`src/rtl/core/sid_pkg.sv`:
```
// Shared types for the signed integer divider.
// Holds the controller state encoding and the command and status
// structs passed between the controller and the datapath.
package sid_pkg;

	typedef enum logic [1:0] {
		ST_IDLE,
		ST_CALC,
		ST_FIN
	} sid_state_t;

	// Commands from the controller to the datapath.
	typedef struct packed {
		logic load;
		logic step;
		logic commit;
	} sid_cmd_t;

	// Status from the datapath to the controller.
	typedef struct packed {
		logic last;
	} sid_sts_t;

endpackage

```
`src/rtl/core/sid_if.sv`:
```
// Valid/ready channel interfaces for the signed integer divider.
// One for the operand items, one for the result items; no dependencies.
interface sid_in_if #(
	parameter int W = 32
);
	logic         valid;
	logic         ready;
	logic [W-1:0] dividend;
	logic [W-1:0] divisor;

	modport source (output valid, output dividend, output divisor, input ready);
	modport sink (input valid, input dividend, input divisor, output ready);
endinterface

interface sid_out_if #(
	parameter int W = 32
);
	logic         valid;
	logic         ready;
	logic [W-1:0] quotient;
	logic         divide_by_zero;
	logic         overflowed;

	modport source (output valid, output quotient, output divide_by_zero,
		output overflowed, input ready);
	modport sink (input valid, input quotient, input divide_by_zero,
		input overflowed, output ready);
endinterface

```
`src/rtl/core/signed_integer_divider.sv`:
```
// Signed integer divider, truncating toward zero.
// Operand items arrive on req (dividend, divisor); one result item per
// operand item leaves on rsp (quotient, divide_by_zero, overflowed).
// Both channels move an item when valid and ready are high at a clock edge.
// The divider works on one item at a time: req.ready is high only while
// idle. The operands load at the accepting edge, then DATA_WIDTH iterations
// of the radix-2 restoring subtract follow (one quotient bit per cycle) and
// a final step fixes the sign and registers the result. A new item is
// accepted, at the earliest, the cycle after the result is written.
// The result register holds its item until rsp.ready; the next division
// may run meanwhile and waits in its final cycle if the register is still
// full. A zero divisor gives quotient 0 with divide_by_zero set; the most
// negative value divided by minus one gives the largest positive value with
// overflowed set. Reset (arst_n low) returns to idle and drops rsp.valid.
// Depends on sid_pkg, sid_if, sid_ctrl and sid_datapath.
module signed_integer_divider
	import sid_pkg::*;
#(
	parameter int DATA_WIDTH = 32
) (
	input  logic clk,
	input  logic arst_n,
	sid_in_if.sink   req,
	sid_out_if.source rsp
);

	sid_cmd_t cmd;
	sid_sts_t sts;

	sid_ctrl u_ctrl (
		.clk       (clk),
		.arst_n    (arst_n),
		.in_valid  (req.valid),
		.in_ready  (req.ready),
		.out_valid (rsp.valid),
		.out_ready (rsp.ready),
		.cmd       (cmd),
		.sts       (sts)
	);

	sid_datapath #(
		.W (DATA_WIDTH)
	) u_datapath (
		.clk            (clk),
		.arst_n         (arst_n),
		.cmd            (cmd),
		.sts            (sts),
		.dividend       (req.dividend),
		.divisor        (req.divisor),
		.quotient       (rsp.quotient),
		.divide_by_zero (rsp.divide_by_zero),
		.overflowed     (rsp.overflowed)
	);

endmodule

```
`src/rtl/core/sid_ctrl.sv`:
```
// Controller for the signed integer divider.
// Sequences load, iteration and result commit; depends on sid_pkg.
module sid_ctrl
	import sid_pkg::*;
(
	input  logic     clk,
	input  logic     arst_n,
	input  logic     in_valid,
	output logic     in_ready,
	output logic     out_valid,
	input  logic     out_ready,
	output sid_cmd_t cmd,
	input  sid_sts_t sts
);

	sid_state_t state_q, state_d;
	logic       out_valid_q;
	logic       slot_free;

	assign slot_free = !out_valid_q || out_ready;
	assign out_valid = out_valid_q;

	always_ff @(posedge clk or negedge arst_n) begin
		if (!arst_n) begin
			state_q     <= ST_IDLE;
			out_valid_q <= 1'b0;
		end else begin
			state_q <= state_d;
			if (cmd.commit) begin
				out_valid_q <= 1'b1;
			end else if (out_ready) begin
				out_valid_q <= 1'b0;
			end
		end
	end

	always_comb begin
		state_d    = state_q;
		in_ready   = 1'b0;
		cmd.load   = 1'b0;
		cmd.step   = 1'b0;
		cmd.commit = 1'b0;
		unique case (state_q)
			ST_IDLE: begin
				in_ready = 1'b1;
				if (in_valid) begin
					cmd.load = 1'b1;
					state_d  = ST_CALC;
				end
			end
			ST_CALC: begin
				cmd.step = 1'b1;
				if (sts.last) begin
					state_d = ST_FIN;
				end
			end
			ST_FIN: begin
				// Wait here while the previous result has not been taken.
				if (slot_free) begin
					cmd.commit = 1'b1;
					state_d    = ST_IDLE;
				end
			end
			default: begin
				state_d = ST_IDLE;
			end
		endcase
	end

endmodule

```
`src/rtl/core/sid_datapath.sv`:
```
// Datapath for the signed integer divider: operand magnitudes, a radix-2
// restoring divide iteration, sign fix-up and the result register.
// Depends on sid_pkg for the command and status structs.
module sid_datapath
	import sid_pkg::*;
#(
	parameter int W = 32
) (
	input  logic         clk,
	input  logic         arst_n,
	input  sid_cmd_t     cmd,
	output sid_sts_t     sts,
	input  logic [W-1:0] dividend,
	input  logic [W-1:0] divisor,
	output logic [W-1:0] quotient,
	output logic         divide_by_zero,
	output logic         overflowed
);

	localparam int CW = $clog2(W);
	localparam logic [CW-1:0] CNT_LAST = CW'(W - 1);
	localparam logic [W-1:0] MAX_POS = {1'b0, {(W-1){1'b1}}};

	logic [CW-1:0] cnt_q;
	logic [W:0]    rem_q;
	logic [W-1:0]  quo_q;
	logic [W-1:0]  dvs_q;
	logic          neg_q;
	logic          zero_q;
	logic [W-1:0]  quot_out_q;
	logic          dbz_out_q;
	logic          ovf_out_q;

	logic [W-1:0] mag_a;
	logic [W-1:0] mag_b;
	logic [W:0]   rem_shift;
	logic [W:0]   diff;
	logic         fits;
	logic [W-1:0] quot_fix;
	logic         ovf_fix;

	assign mag_a = dividend[W-1] ? (~dividend + 1'b1) : dividend;
	assign mag_b = divisor[W-1] ? (~divisor + 1'b1) : divisor;

	assign rem_shift = {rem_q[W-1:0], quo_q[W-1]};
	assign diff      = rem_shift - {1'b0, dvs_q};
	assign fits      = !diff[W];

	assign sts.last = (cnt_q == '0);

	// Only the most negative value over minus one exceeds the positive range.
	always_comb begin
		quot_fix = quo_q;
		ovf_fix  = 1'b0;
		if (zero_q) begin
			quot_fix = '0;
		end else if (neg_q) begin
			quot_fix = ~quo_q + 1'b1;
		end else if (quo_q[W-1]) begin
			quot_fix = MAX_POS;
			ovf_fix  = 1'b1;
		end
	end

	always_ff @(posedge clk or negedge arst_n) begin
		if (!arst_n) begin
			cnt_q <= '0;
		end else if (cmd.load) begin
			cnt_q <= CNT_LAST;
		end else if (cmd.step) begin
			cnt_q <= cnt_q - 1'b1;
		end
	end

	always_ff @(posedge clk) begin
		if (cmd.load) begin
			rem_q  <= '0;
			quo_q  <= mag_a;
			dvs_q  <= mag_b;
			neg_q  <= dividend[W-1] ^ divisor[W-1];
			zero_q <= (divisor == '0);
		end else if (cmd.step) begin
			rem_q <= fits ? diff : rem_shift;
			quo_q <= {quo_q[W-2:0], fits};
		end
		if (cmd.commit) begin
			quot_out_q <= quot_fix;
			dbz_out_q  <= zero_q;
			ovf_out_q  <= ovf_fix;
		end
	end

	assign quotient       = quot_out_q;
	assign divide_by_zero = dbz_out_q;
	assign overflowed     = ovf_out_q;

endmodule

```
`src/flat_wrapper.sv`:
```
// flat-port wrapper written by rule: the top's interface ports become plain ports
module signed_integer_divider_flat import sid_pkg::*;
#(
	parameter int DATA_WIDTH = 32
)
  (clk, arst_n, req_valid, req_dividend, req_divisor, req_ready, rsp_valid, rsp_quotient, rsp_divide_by_zero, rsp_overflowed, rsp_ready);
  sid_in_if #(.W((32))) req_i ();
  sid_out_if #(.W((32))) rsp_i ();
  input  logic clk;
  input  logic arst_n;
  input wire logic [$bits(req_i.valid)-1:0] req_valid;
  input wire logic [$bits(req_i.dividend)-1:0] req_dividend;
  input wire logic [$bits(req_i.divisor)-1:0] req_divisor;
  output wire logic [$bits(req_i.ready)-1:0] req_ready;
  output wire logic [$bits(rsp_i.valid)-1:0] rsp_valid;
  output wire logic [$bits(rsp_i.quotient)-1:0] rsp_quotient;
  output wire logic [$bits(rsp_i.divide_by_zero)-1:0] rsp_divide_by_zero;
  output wire logic [$bits(rsp_i.overflowed)-1:0] rsp_overflowed;
  input wire logic [$bits(rsp_i.ready)-1:0] rsp_ready;
  assign req_i.valid = req_valid;
  assign req_i.dividend = req_dividend;
  assign req_i.divisor = req_divisor;
  assign req_ready = req_i.ready;
  assign rsp_valid = rsp_i.valid;
  assign rsp_quotient = rsp_i.quotient;
  assign rsp_divide_by_zero = rsp_i.divide_by_zero;
  assign rsp_overflowed = rsp_i.overflowed;
  assign rsp_i.ready = rsp_ready;
  signed_integer_divider #(.DATA_WIDTH(DATA_WIDTH)) u_core (.clk(clk), .arst_n(arst_n), .req(req_i), .rsp(rsp_i));
endmodule
```
`config.mk`:
```
export PLATFORM = sky130hd
export DESIGN_NAME = signed_integer_divider_flat
export DESIGN_NICKNAME = d
export VERILOG_FILES = /design/src/rtl/core/sid_pkg.sv /design/src/rtl/core/sid_if.sv /design/src/rtl/core/signed_integer_divider.sv /design/src/rtl/core/sid_ctrl.sv /design/src/rtl/core/sid_datapath.sv /design/src/flat_wrapper.sv
export SDC_FILE = /design/constraint.sdc
export NUM_CORES = 1
export LEC_CHECK = 0
export ABC_AREA = 1
export BUFFER_PORTS_ARGS = -buffer_cell sky130_fd_sc_hd__buf_2
export CAP_MARGIN = 20
export CELL_PAD_IN_SITES_DETAIL_PLACEMENT = 2
export CELL_PAD_IN_SITES_GLOBAL_PLACEMENT = 2
export CORE_ASPECT_RATIO = 2
export CORE_MARGIN = 5
export CORE_UTILIZATION = 30
export CTS_BUF_LIST = sky130_fd_sc_hd__clkbuf_4
export DETAILED_ROUTE_END_ITERATION = 10
export PLACE_DENSITY = 0.83
export SLEW_MARGIN = 40
export SYNTH_ARGS = -nofsm -noshare
export SYNTH_HDL_FRONTEND = slang
export SYNTH_SLANG_ARGS = --single-unit
```
`constraint.sdc`:
```
create_clock -name clk -period 5.7 [get_ports clk]
set_input_delay 0.855 -clock clk [delete_from_list [all_inputs] [get_ports clk]]
set_output_delay 0.855 -clock clk [all_outputs]
set_load 0.005 [all_outputs]
```
# Word level (Yosys, flattened, before mapping)
# Cells that the tools add are included.
# Widths: inputs -> output; s select.
word_totals:
  in_bits: 68
  wordCells: 58
  ff_bits: 140
  ram_bits: 0
  mem_count: 0
  out_inout_bits: 36
  latch_bits: 0
  rom_bits: 0
op_classes:
  mul: 0
  add_sub_neg: 5
  shifts: 0
  n_bitwise: 4
  n_eq_ne: 5
  div: 0
  n_mux: 22
  reduce_logical: 10
  order_cmp: 0
op_table:
  columns: ["operator", "count"]
  rows:
  - ["$mux 32", 5]
  - ["$add 32x1->32 const B", 3]
  - ["$not 32->32", 3]
  - ["$mux 31", 2]
  - ["$sub 33x32->33", 1]
  - ["$logic_not 32->1", 1]
  - ["$mux 5", 2]
  - ["$mux 1", 9]
  - ["$mux 2", 3]
  - ["$pmux 2 s3", 1]
  - ["$logic_not 5->1", 1]
  - ["$sub 5x1->5 const B", 1]
  - ["$ne 2x2->1 const B", 2]
  - ["$reduce_bool 2->1", 2]
  - ["$reduce_and 3->1", 1]
  - ["$eq 2x1->1 const B", 1]
  - ["$eq 2x2->1 const B", 1]
  - ["$logic_not 1->1", 2]
  - ["$logic_not 2->1", 1]
  - ["$ne 2x1->1 const B", 1]
  - ["$reduce_or 2->1", 1]
  - ["$logic_or 1x1->1", 1]
  - ["$xor 1x1->1", 1]

# Depth between registers and ports, before layout
# Gate-level depths: netlist of the first run.
logic_depth:
  ltp_word: 5
  mapped_depth: 19
  depth_no_buf: 18

# Cells and area by module
# A second synthesis of the first run with hierarchy kept.
hier_totals:
  hier_cells: 1578
  hier_area_um2: 10580.1
modules_own_cells:
  columns: ["module", "n_inst", "cells_each", "area_each_um2"]
  rows:
  - ["sid_datapath", 1, 1557, 10433.8]
  - ["sid_ctrl", 1, 21, 146.4]

# Worst setup path before layout of the first run
# OpenSTA, ideal clock, no wires.
synth_path:
  path_type: "input to register"
  start: "input rsp_ready"
  end: "register u_core.u_datapath.dbz_out_q, in the netlist u_core.u_datapath.divide_by_zero, enable pin"
  t_required_ps: 5275
  arrival_ps: 2344
  setup_ps: 425
  n_path_buf: 0
  cell_stages: 2
  slack_ps: 2931
  path_cell_list: "nor2_1 > nor2_1"
synth_lines:
  columns: ["element", "line_no", "source"]
  rows:
  - ["start: declaration", "flat_wrapper.sv:19", "input wire logic [$bits(rsp_i.ready)-1:0] rsp_ready;"]
  - ["end signal: assignment", "sid_datapath.sv:88", "dbz_out_q <= zero_q;"]
  - ["end: declaration", "sid_datapath.sv:31", "logic dbz_out_q;"]

# Worst setup path after layout of the first run
layout_path:
  start: "register u_core.u_datapath.quo_q[31]"
  end: "register u_core.u_datapath.rem_q[6]"
layout_between:
  elab_chain_len: 2
layout_rtl:
  columns: ["element", "line_no", "source"]
  rows:
  - ["start: declaration", "sid_datapath.sv:26", "logic [W-1:0] quo_q;"]
  - ["start signal: assignment", "sid_datapath.sv:78", "quo_q <= mag_a;"]
  - ["start signal: assignment", "sid_datapath.sv:84", "quo_q <= {quo_q[W-2:0], fits};"]
  - ["$sub 33x32->33", "sid_datapath.sv:46", "assign diff = rem_shift - {1'b0, dvs_q};"]
  - ["$mux 32", "sid_datapath.sv:83", "rem_q <= fits ? diff : rem_shift;"]
  - ["end signal: assignment", "sid_datapath.sv:83", null]
  - ["end: declaration", "sid_datapath.sv:25", "logic [W:0] rem_q;"]
# Every way passes these cells.
# A chain may end at the register's enable or synchronous reset.

==> flow_metrics.env, run 1 <==
export IMPL_synthAdderAreaFrac=0.0456
export IMPL_power_leakage_nw=6.05
export IMPL_use_met2=0.452
export IMPL_pre_cts_slack_ns=2.09
export IMPL_initial_core_util=0.303
export IMPL_worst_ep_arrival_time_ns=3.72
export IMPL_ys_seq_elements=140
export IMPL_startpoint_type="register"
export IMPL_cp_required_ns=6.21
export IMPL_gr_usage_met1=0.181
export IMPL_powerDensity_nw_per_um2=517
export IMPL_drc=0
export IMPL_yosysTopAreaCell="edfxtp_1"
export IMPL_rr_worst_depth=17
export IMPL_gr_total_overflow=0
export IMPL_num_nets_final=1770
export IMPL_cap_violations=0
export IMPL_crit_path_end_kind="register"
export IMPL_ys_warnings_count=0
export IMPL_cts_sinks=140
export IMPL_max_slew_margin=0.413
export IMPL_grt_pass1_wl_um=65500
export IMPL_muxShareOfSynthArea=0
export IMPL_wire_per_inst_um=20.1
export IMPL_fill_cells=4341
export IMPL_synth_top_flop_cell="edfxtp_1"
export IMPL_place_area_um2=11600
export IMPL_crit_fanout=33
export IMPL_drtIter0Drc=452
export IMPL_cts_tree="yes"
export IMPL_avgSynthCellArea_um2=6.74
export IMPL_post_cts_setup_buffers=0
export IMPL_via_count=10700
export IMPL_antenna_found_initial=3
export IMPL_cts_buffers=17
export IMPL_endpoint="u_core.u_datapath.rem_q[6]"
export IMPL_hold_class="input port to async pin"
export IMPL_timing_fmax_mhz=311
export IMPL_grt_max_degree=57
export IMPL_peakVddDrop_mv=0.205
export IMPL_ant_nets=0
export IMPL_finClkSkew_ns=0.0275
export IMPL_synth_edf_count=100
export IMPL_drt_wl_total_um=42600
export IMPL_yosys_area_share_simple=0.353
export IMPL_slew_violations=0
export IMPL_via_per_inst=5.04
export IMPL_synth_async_reset_ratio=0.0571
export IMPL_htree_num_levels=4
export IMPL_hold_buffers=0
export IMPL_status="completed"
export IMPL_post_dp_hpwl_um=34800
export IMPL_busiest_layer="met2"
export IMPL_gp_congestion=0.919
export IMPL_syn_nets=1678
export IMPL_area_growth_pct=12.2
export IMPL_fin_setup_tns_ns=0
export IMPL_io_buffers=103
export IMPL_finalHoldViolCount=0
export IMPL_synth_top_area_frac=0.283
export IMPL_synth_top_family_by_area="simple AND/OR/NAND/NOR gates"
export IMPL_coreArea_um2=35000
export IMPL_period_minus_slack_ns=3.21
export IMPL_report_final_setup_viol=0
export IMPL_die_area_um2=39400
export IMPL_drive_above_1_share=0.103
export IMPL_synth_compound_area_share=0.0729
export IMPL_postSynthCellCount=1572
export IMPL_cts_root_buf="clkbuf_4"
export IMPL_synth_distinct_cells=45
export IMPL_grt_pass1_vias=12300
export IMPL_cts_clk_slew_worst_paths_ns=0.13
export IMPL_synthTopCellsByArea="edfxtp_1 28%, nand2_1 18%, inv_1 10%"
export IMPL_synth_xor_area_frac=0.0496
export IMPL_grt_util_met3=0.0236
export IMPL_fin_ws_ns=2.49
export IMPL_clockBufferDepth=2
export IMPL_rows=97
export IMPL_design_area_um2=11900
export IMPL_rr_endpoint="u_core.u_datapath.rem_q[6]"
export IMPL_dr_pass1_iters=4
export IMPL_grt_util_all_layers=0.219
export IMPL_yosysSeqAreaShare=0.363
export IMPL_tightest_slew_ns=0.877
export IMPL_ios=104
export IMPL_clock_latency_ns=0.63
export IMPL_rsz0062_at_grt="no"
export IMPL_critical_path_class="register to register"
export IMPL_syn_area_um2=10600
export IMPL_r2r_setup_slack_ns=2.49
export IMPL_min_period_over_period=0.563
export IMPL_cts_resized=0
export IMPL_chipWidth_um=143
export IMPL_reg2reg_from="u_core.u_datapath.quo_q[31]"
export IMPL_die_h_um=276
export IMPL_crit_start="u_core.u_datapath.quo_q[31]"
[area by class of cell]
class | instances | area, µm² | area share
inverters | 283 | 1060 | 0.0895
well taps | 445 | 557 | 0.0468
diodes | 1 | 2.50 | 0.000211
multi-input cells | 1111 | 5540 | 0.466
clock inverters | 13 | 151 | 0.0127
repair buffers | 111 | 583 | 0.0491
clock buffers | 19 | 143 | 0.0120
flip-flops and latches | 140 | 3840 | 0.323
[layer usage]
metal	wire (µm)	share of wire
met1	13500	0.32
met5	0	0
met4	3470	0.081
met3	653	0.015
met2	25000	0.59
[critical path, stage by stage, from the launching register on]
cell and delay (ns):
edfxtp_1 0.41, inv_1 0.13, ha_1 0.25, fa_1 0.39, inv_1 0.11, nand2_1 0.10
nand2_1 0.09, nand3_1 0.08, nand2_2 0.11, nand2_1 0.07, nand2_2 0.09, nand2_2 0.09
nand2_2 0.09, nand2_4 0.27, nand2_4 0.49, nand2_1 0.13, nand3_1 0.11, nand2_1 0.09
[cell usage in the layout (no fill, tap or decap), types with 4 or more instances in the layout]
master	netlist	layout
a21oi_1	38	38
a31oi_1	13	13
and2_1	8	8
and3_1	5	5
buf_2	6	103
buf_4	3	7
clkbuf_4	0	19
clkinv_2	0	6
dfrtp_1	8	8
dfxtp_1	32	32
edfxtp_1	100	100
ha_1	37	37
inv_1	282	281
nand2_1	506	506
nand2_2	5	4
nand3_1	100	100
nand3b_1	31	31
nand4_1	27	27
nor2_1	141	139
nor2_2	4	5
nor3_1	26	26
nor4_1	4	4
o21ai_0	66	66
o31ai_1	4	4
or2_2	10	10
xnor2_1	9	9
xor2_1	51	51
[state kept, by name (all words and copies together) (netlist names)]
| name | cells |
|---|---|
| u_core.u_datapath.quo_q | 32 |
| u_core.u_datapath.quotient | 32 |
| u_core.u_datapath.overflowed | 1 |
| u_core.u_datapath.rem_q | 32 |
| u_core.u_datapath.dvs_q | 32 |
| u_core.u_datapath.zero_q | 1 |
| u_core.u_datapath.divide_by_zero | 1 |
| u_core.u_datapath.neg_q | 1 |
| u_core.u_datapath.cnt_q | 5 |
| u_core.u_ctrl.state_q | 2 |
| u_core.u_ctrl.out_valid | 1 |
[kinds of logic after synthesis]
family                   Yosys count
buffers and inverters            321
adder cells (fa/ha/maj)           38
flip-flops                       140
AND/OR/NAND/NOR                  873
AO/OA/AOI/OAI                    140
XOR/XNOR                          60
[metrics by stage]
step                utilization  hold slack (ns)  cells  power (mW)
floorplan                     -            0.424   1572        4.26
global placement          0.331            0.455   2089        5.22
detailed placement        0.331            0.465   2090        5.45
CTS                       0.340          0.00808   2122        6.23
global route              0.340           0.0449   2123        6.71
finish                    0.340           0.0722   2123        6.15
[Yosys cell counts (4+ instances only)]
master,number
ha_1,37
nor3_1,26
nand3b_1,31
xor2_1,51
nand2_1,506
o21ai_0,66
nor2_2,4
a31oi_1,13
edfxtp_1,100
inv_1,282
and2_1,8
dfrtp_1,8
a21oi_1,38
nand2_2,5
or2_2,10
nand3_1,100
buf_2,6
o31ai_1,4
nand4_1,27
xnor2_1,9
nor4_1,4
and3_1,5
nor2_1,141
dfxtp_1,32
clkbuf_1,26
[power by group]
part           internal [mW]  switching [mW]  total (mW)
Sequential              1.51           0.291        1.80
Combinational           1.12            2.50        3.62
Clock                  0.310           0.415       0.725
[worst min-delay path by stage]
stage	to	depth (start not counted)	from	slack [ns]
finish	u_core.u_datapath.cnt_q[4]	1	arst_n	0.07
global route	u_core.u_datapath.cnt_q[4]	1	arst_n	0.04
CTS	u_core.u_datapath.cnt_q[4]	1	arst_n	0.008
detailed placement	u_core.u_datapath.rem_q[24]	2	u_core.u_datapath.rem_q[24]	0.47
global placement	u_core.u_datapath.rem_q[22]	2	u_core.u_datapath.rem_q[22]	0.46
floorplan	u_core.u_datapath.divide_by_zero	0	u_core.u_datapath.zero_q	0.42
No activity file was read; power rests on OpenSTA's default activity.
==> inputs of run 2 (changes only) <==
clock period = 3.25 ns   (was 5.7 ns; I/O delays follow)
==> run 2 against run 1 <==
Largest cell class unchanged. Cell area is 0.76% higher. Clock power is 71% higher. Utilization is 0.26 points higher. Global-route usage hardly changed. Flip-flop and latch count stayed put.
==> flow_metrics.env, run 2 (synthesis gave the netlist of run 1 again) <==
export IMPL_crit_fanout=33
export IMPL_max_slew_margin=0.473
export IMPL_io_buffers=103
export IMPL_period_minus_slack_ns=2.78
export IMPL_rr_endpoint="u_core.u_datapath.quo_q[0]"
export IMPL_grt_pass1_wl_um=65800
export IMPL_power_frac_comb=0.591
export IMPL_rsz0062_at_grt="no"
export IMPL_hold_buffers=1
export IMPL_die_h_um=276
export IMPL_via_per_inst=5.01
export IMPL_netSwitchingFraction=0.523
export IMPL_antenna_found_initial=3
export IMPL_power_switching_mw=5.63
export IMPL_grt_max_degree=45
export IMPL_power_leakage_nw=6.09
export IMPL_clock_latency_ns=0.63
export IMPL_area_growth_pct=13.0
export IMPL_coreArea_um2=35000
export IMPL_dr_pass1_iters=7
export IMPL_fin_setup_tns_ns=0
export IMPL_crit_start="u_core.u_datapath.quo_q[31]"
export IMPL_power_mw=10.8
export IMPL_ant_nets=0
export IMPL_finClkSkew_ns=0.0315
export IMPL_drive_above_1_share=0.108
export IMPL_startpoint_type="register"
export IMPL_rr_worst_depth=15
export IMPL_tightest_slew_ns=0.786
export IMPL_via_count=10700
export IMPL_clockBufferDepth=2
export IMPL_cts_buffers=17
export IMPL_slew_violations=0
export IMPL_rows=97
export IMPL_cts_clk_slew_worst_paths_ns=0.13
export IMPL_whs_ns=0.132
export IMPL_timing_fmax_mhz=360
export IMPL_worst_ep_arrival_time_ns=3.14
export IMPL_cp_required_ns=3.61
export IMPL_num_nets_final=1782
export IMPL_critical_path_class="register to register"
export IMPL_clock_power_share=0.116
export IMPL_peakVddDrop_mv=0.318
export IMPL_drt_wl_total_um=42700
export IMPL_hold_class="input port to register"
export IMPL_crit_path_frequent_cell="nand2_1"
export IMPL_gp_congestion=0.930
export IMPL_cts_root_buf="clkbuf_4"
export IMPL_ios=104
export IMPL_pre_cts_slack_ns=0.483
export IMPL_cts_sinks=140
export IMPL_r2r_setup_slack_ns=0.47
export IMPL_pwr_share_seq=0.293
export IMPL_drtIter0Drc=425
export IMPL_grt_util_all_layers=0.219
export IMPL_reg2reg_from="u_core.u_datapath.quo_q[31]"
export IMPL_initial_core_util=0.303
export IMPL_drc=0
export IMPL_chipWidth_um=143
export IMPL_layout_commonest_cell="nand2_1"
export IMPL_report_final_setup_viol=0
export IMPL_htree_num_levels=4
export IMPL_crit_chain="inv_1 > ha_1 > fa_1 > inv_1 > nand2_1 > nand2_1 > nand3_1 > nand2_2 > nand2_1 > nand2_2 > nand2_2 > nand3_2 > nand2_4 > nand2_1 > o21ai_0"
export IMPL_post_dp_hpwl_um=35800
export IMPL_powerDensity_nw_per_um2=899
export IMPL_min_period_over_period=0.855
export IMPL_cts_resized=0
export IMPL_critPathMaxStageDelay_ns=0.41
export IMPL_cts_tree="yes"
export IMPL_grt_pass1_vias=12300
export IMPL_fill_cells=4305
export IMPL_gr_total_overflow=0
export IMPL_status="completed"
export IMPL_crit_path_end_kind="register"
export IMPL_fin_ws_ns=0.472
export IMPL_intPower_mw=5.14
export IMPL_wire_per_inst_um=20.0
export IMPL_final_cell_mix="506 x nand2_1, 280 x inv_1, 139 x nor2_1"
export IMPL_die_area_um2=39400
export IMPL_post_cts_setup_buffers=0
export IMPL_finalHoldViolCount=0
export IMPL_cpMaxStageDelayCell="edfxtp_1"
export IMPL_cap_violations=0
export IMPL_endpoint="u_core.u_datapath.quo_q[0]"
## run 2: cell count changes in the layout (fill, tap and decap cells not counted), sizes merged
cell         before  now
dlygate4sd3       0    1
diode             1    2
clkinv            8    7
clkbuf           19   17
clkinvlp          2    1
buf             111  122
inv             283  288
bufinv            3    2
## run 2: how the worst min path moves through the flow
stage                   start                    endpoint  slack, ns  cells past startpoint
6_report       req_divisor[0]  u_core.u_datapath.dvs_q[0]       0.13                      1
5_1_grt        req_divisor[0]  u_core.u_datapath.dvs_q[0]       0.10                      1
4_1_cts        req_divisor[0]  u_core.u_datapath.dvs_q[0]       0.08                      1
3_5_place_dp           arst_n     u_core.u_ctrl.out_valid       0.34                      1
3_3_place_gp           arst_n     u_core.u_ctrl.out_valid       0.34                      1
2_1_floorplan          arst_n     u_core.u_ctrl.out_valid       0.19                      0
## run 2: final cells by class
cell class / instances / area (µm²) / area share
inverter: 283 / 1060 / 0.0887
tap: 445 / 557 / 0.0465
clock inverter: 15 / 163 / 0.0136
clock buffer: 17 / 128 / 0.0107
sequential: 140 / 3840 / 0.321
multi-input combinational: 1111 / 5530 / 0.462
timing repair buffer: 123 / 688 / 0.0575
antenna: 2 / 5.00 / 0.000418
## run 2: stage by stage
step	std cells	instance area [µm²]	utilization
after CTS	2134	12000	0.342
final	2136	12000	0.343
after detailed placement	2101	11700	0.334
after floorplan	1572	10600	-
after global routing	2135	12000	0.343
after global placement	2100	11700	0.333
## run 2: power groups by stage
stage / Sequential (mW) / Combinational [mW] / Clock, mW
2_1_floorplan: 2.99 / 4.48 / 0
3_3_place_gp: 3.15 / 6.03 / 0
3_5_place_dp: 3.19 / 6.41 / 0
4_1_cts: 3.16 / 6.47 / 1.28
5_1_grt: 3.22 / 7.20 / 1.33
6_report: 3.16 / 6.37 / 1.24
## run 2: worst max-delay path, delay by kind of cell (launching register included)
family / cells / cell delay (ns)
AOI/OAI and AO/OA: 1 / 0.10
adders and majority gates: 2 / 0.65
buffers and inverters: 2 / 0.21
DFF: 1 / 0.41
and+or+nand+nor: 10 / 1.14
## run 2: metal layers
metal  GRT usage  part of all wire  up-vias
li1            -                 -     5172
met1       0.179              0.31     5294
met2       0.471              0.61      157
met3      0.0201             0.014       86
met4       0.130             0.062        0
met5           0                 0        -
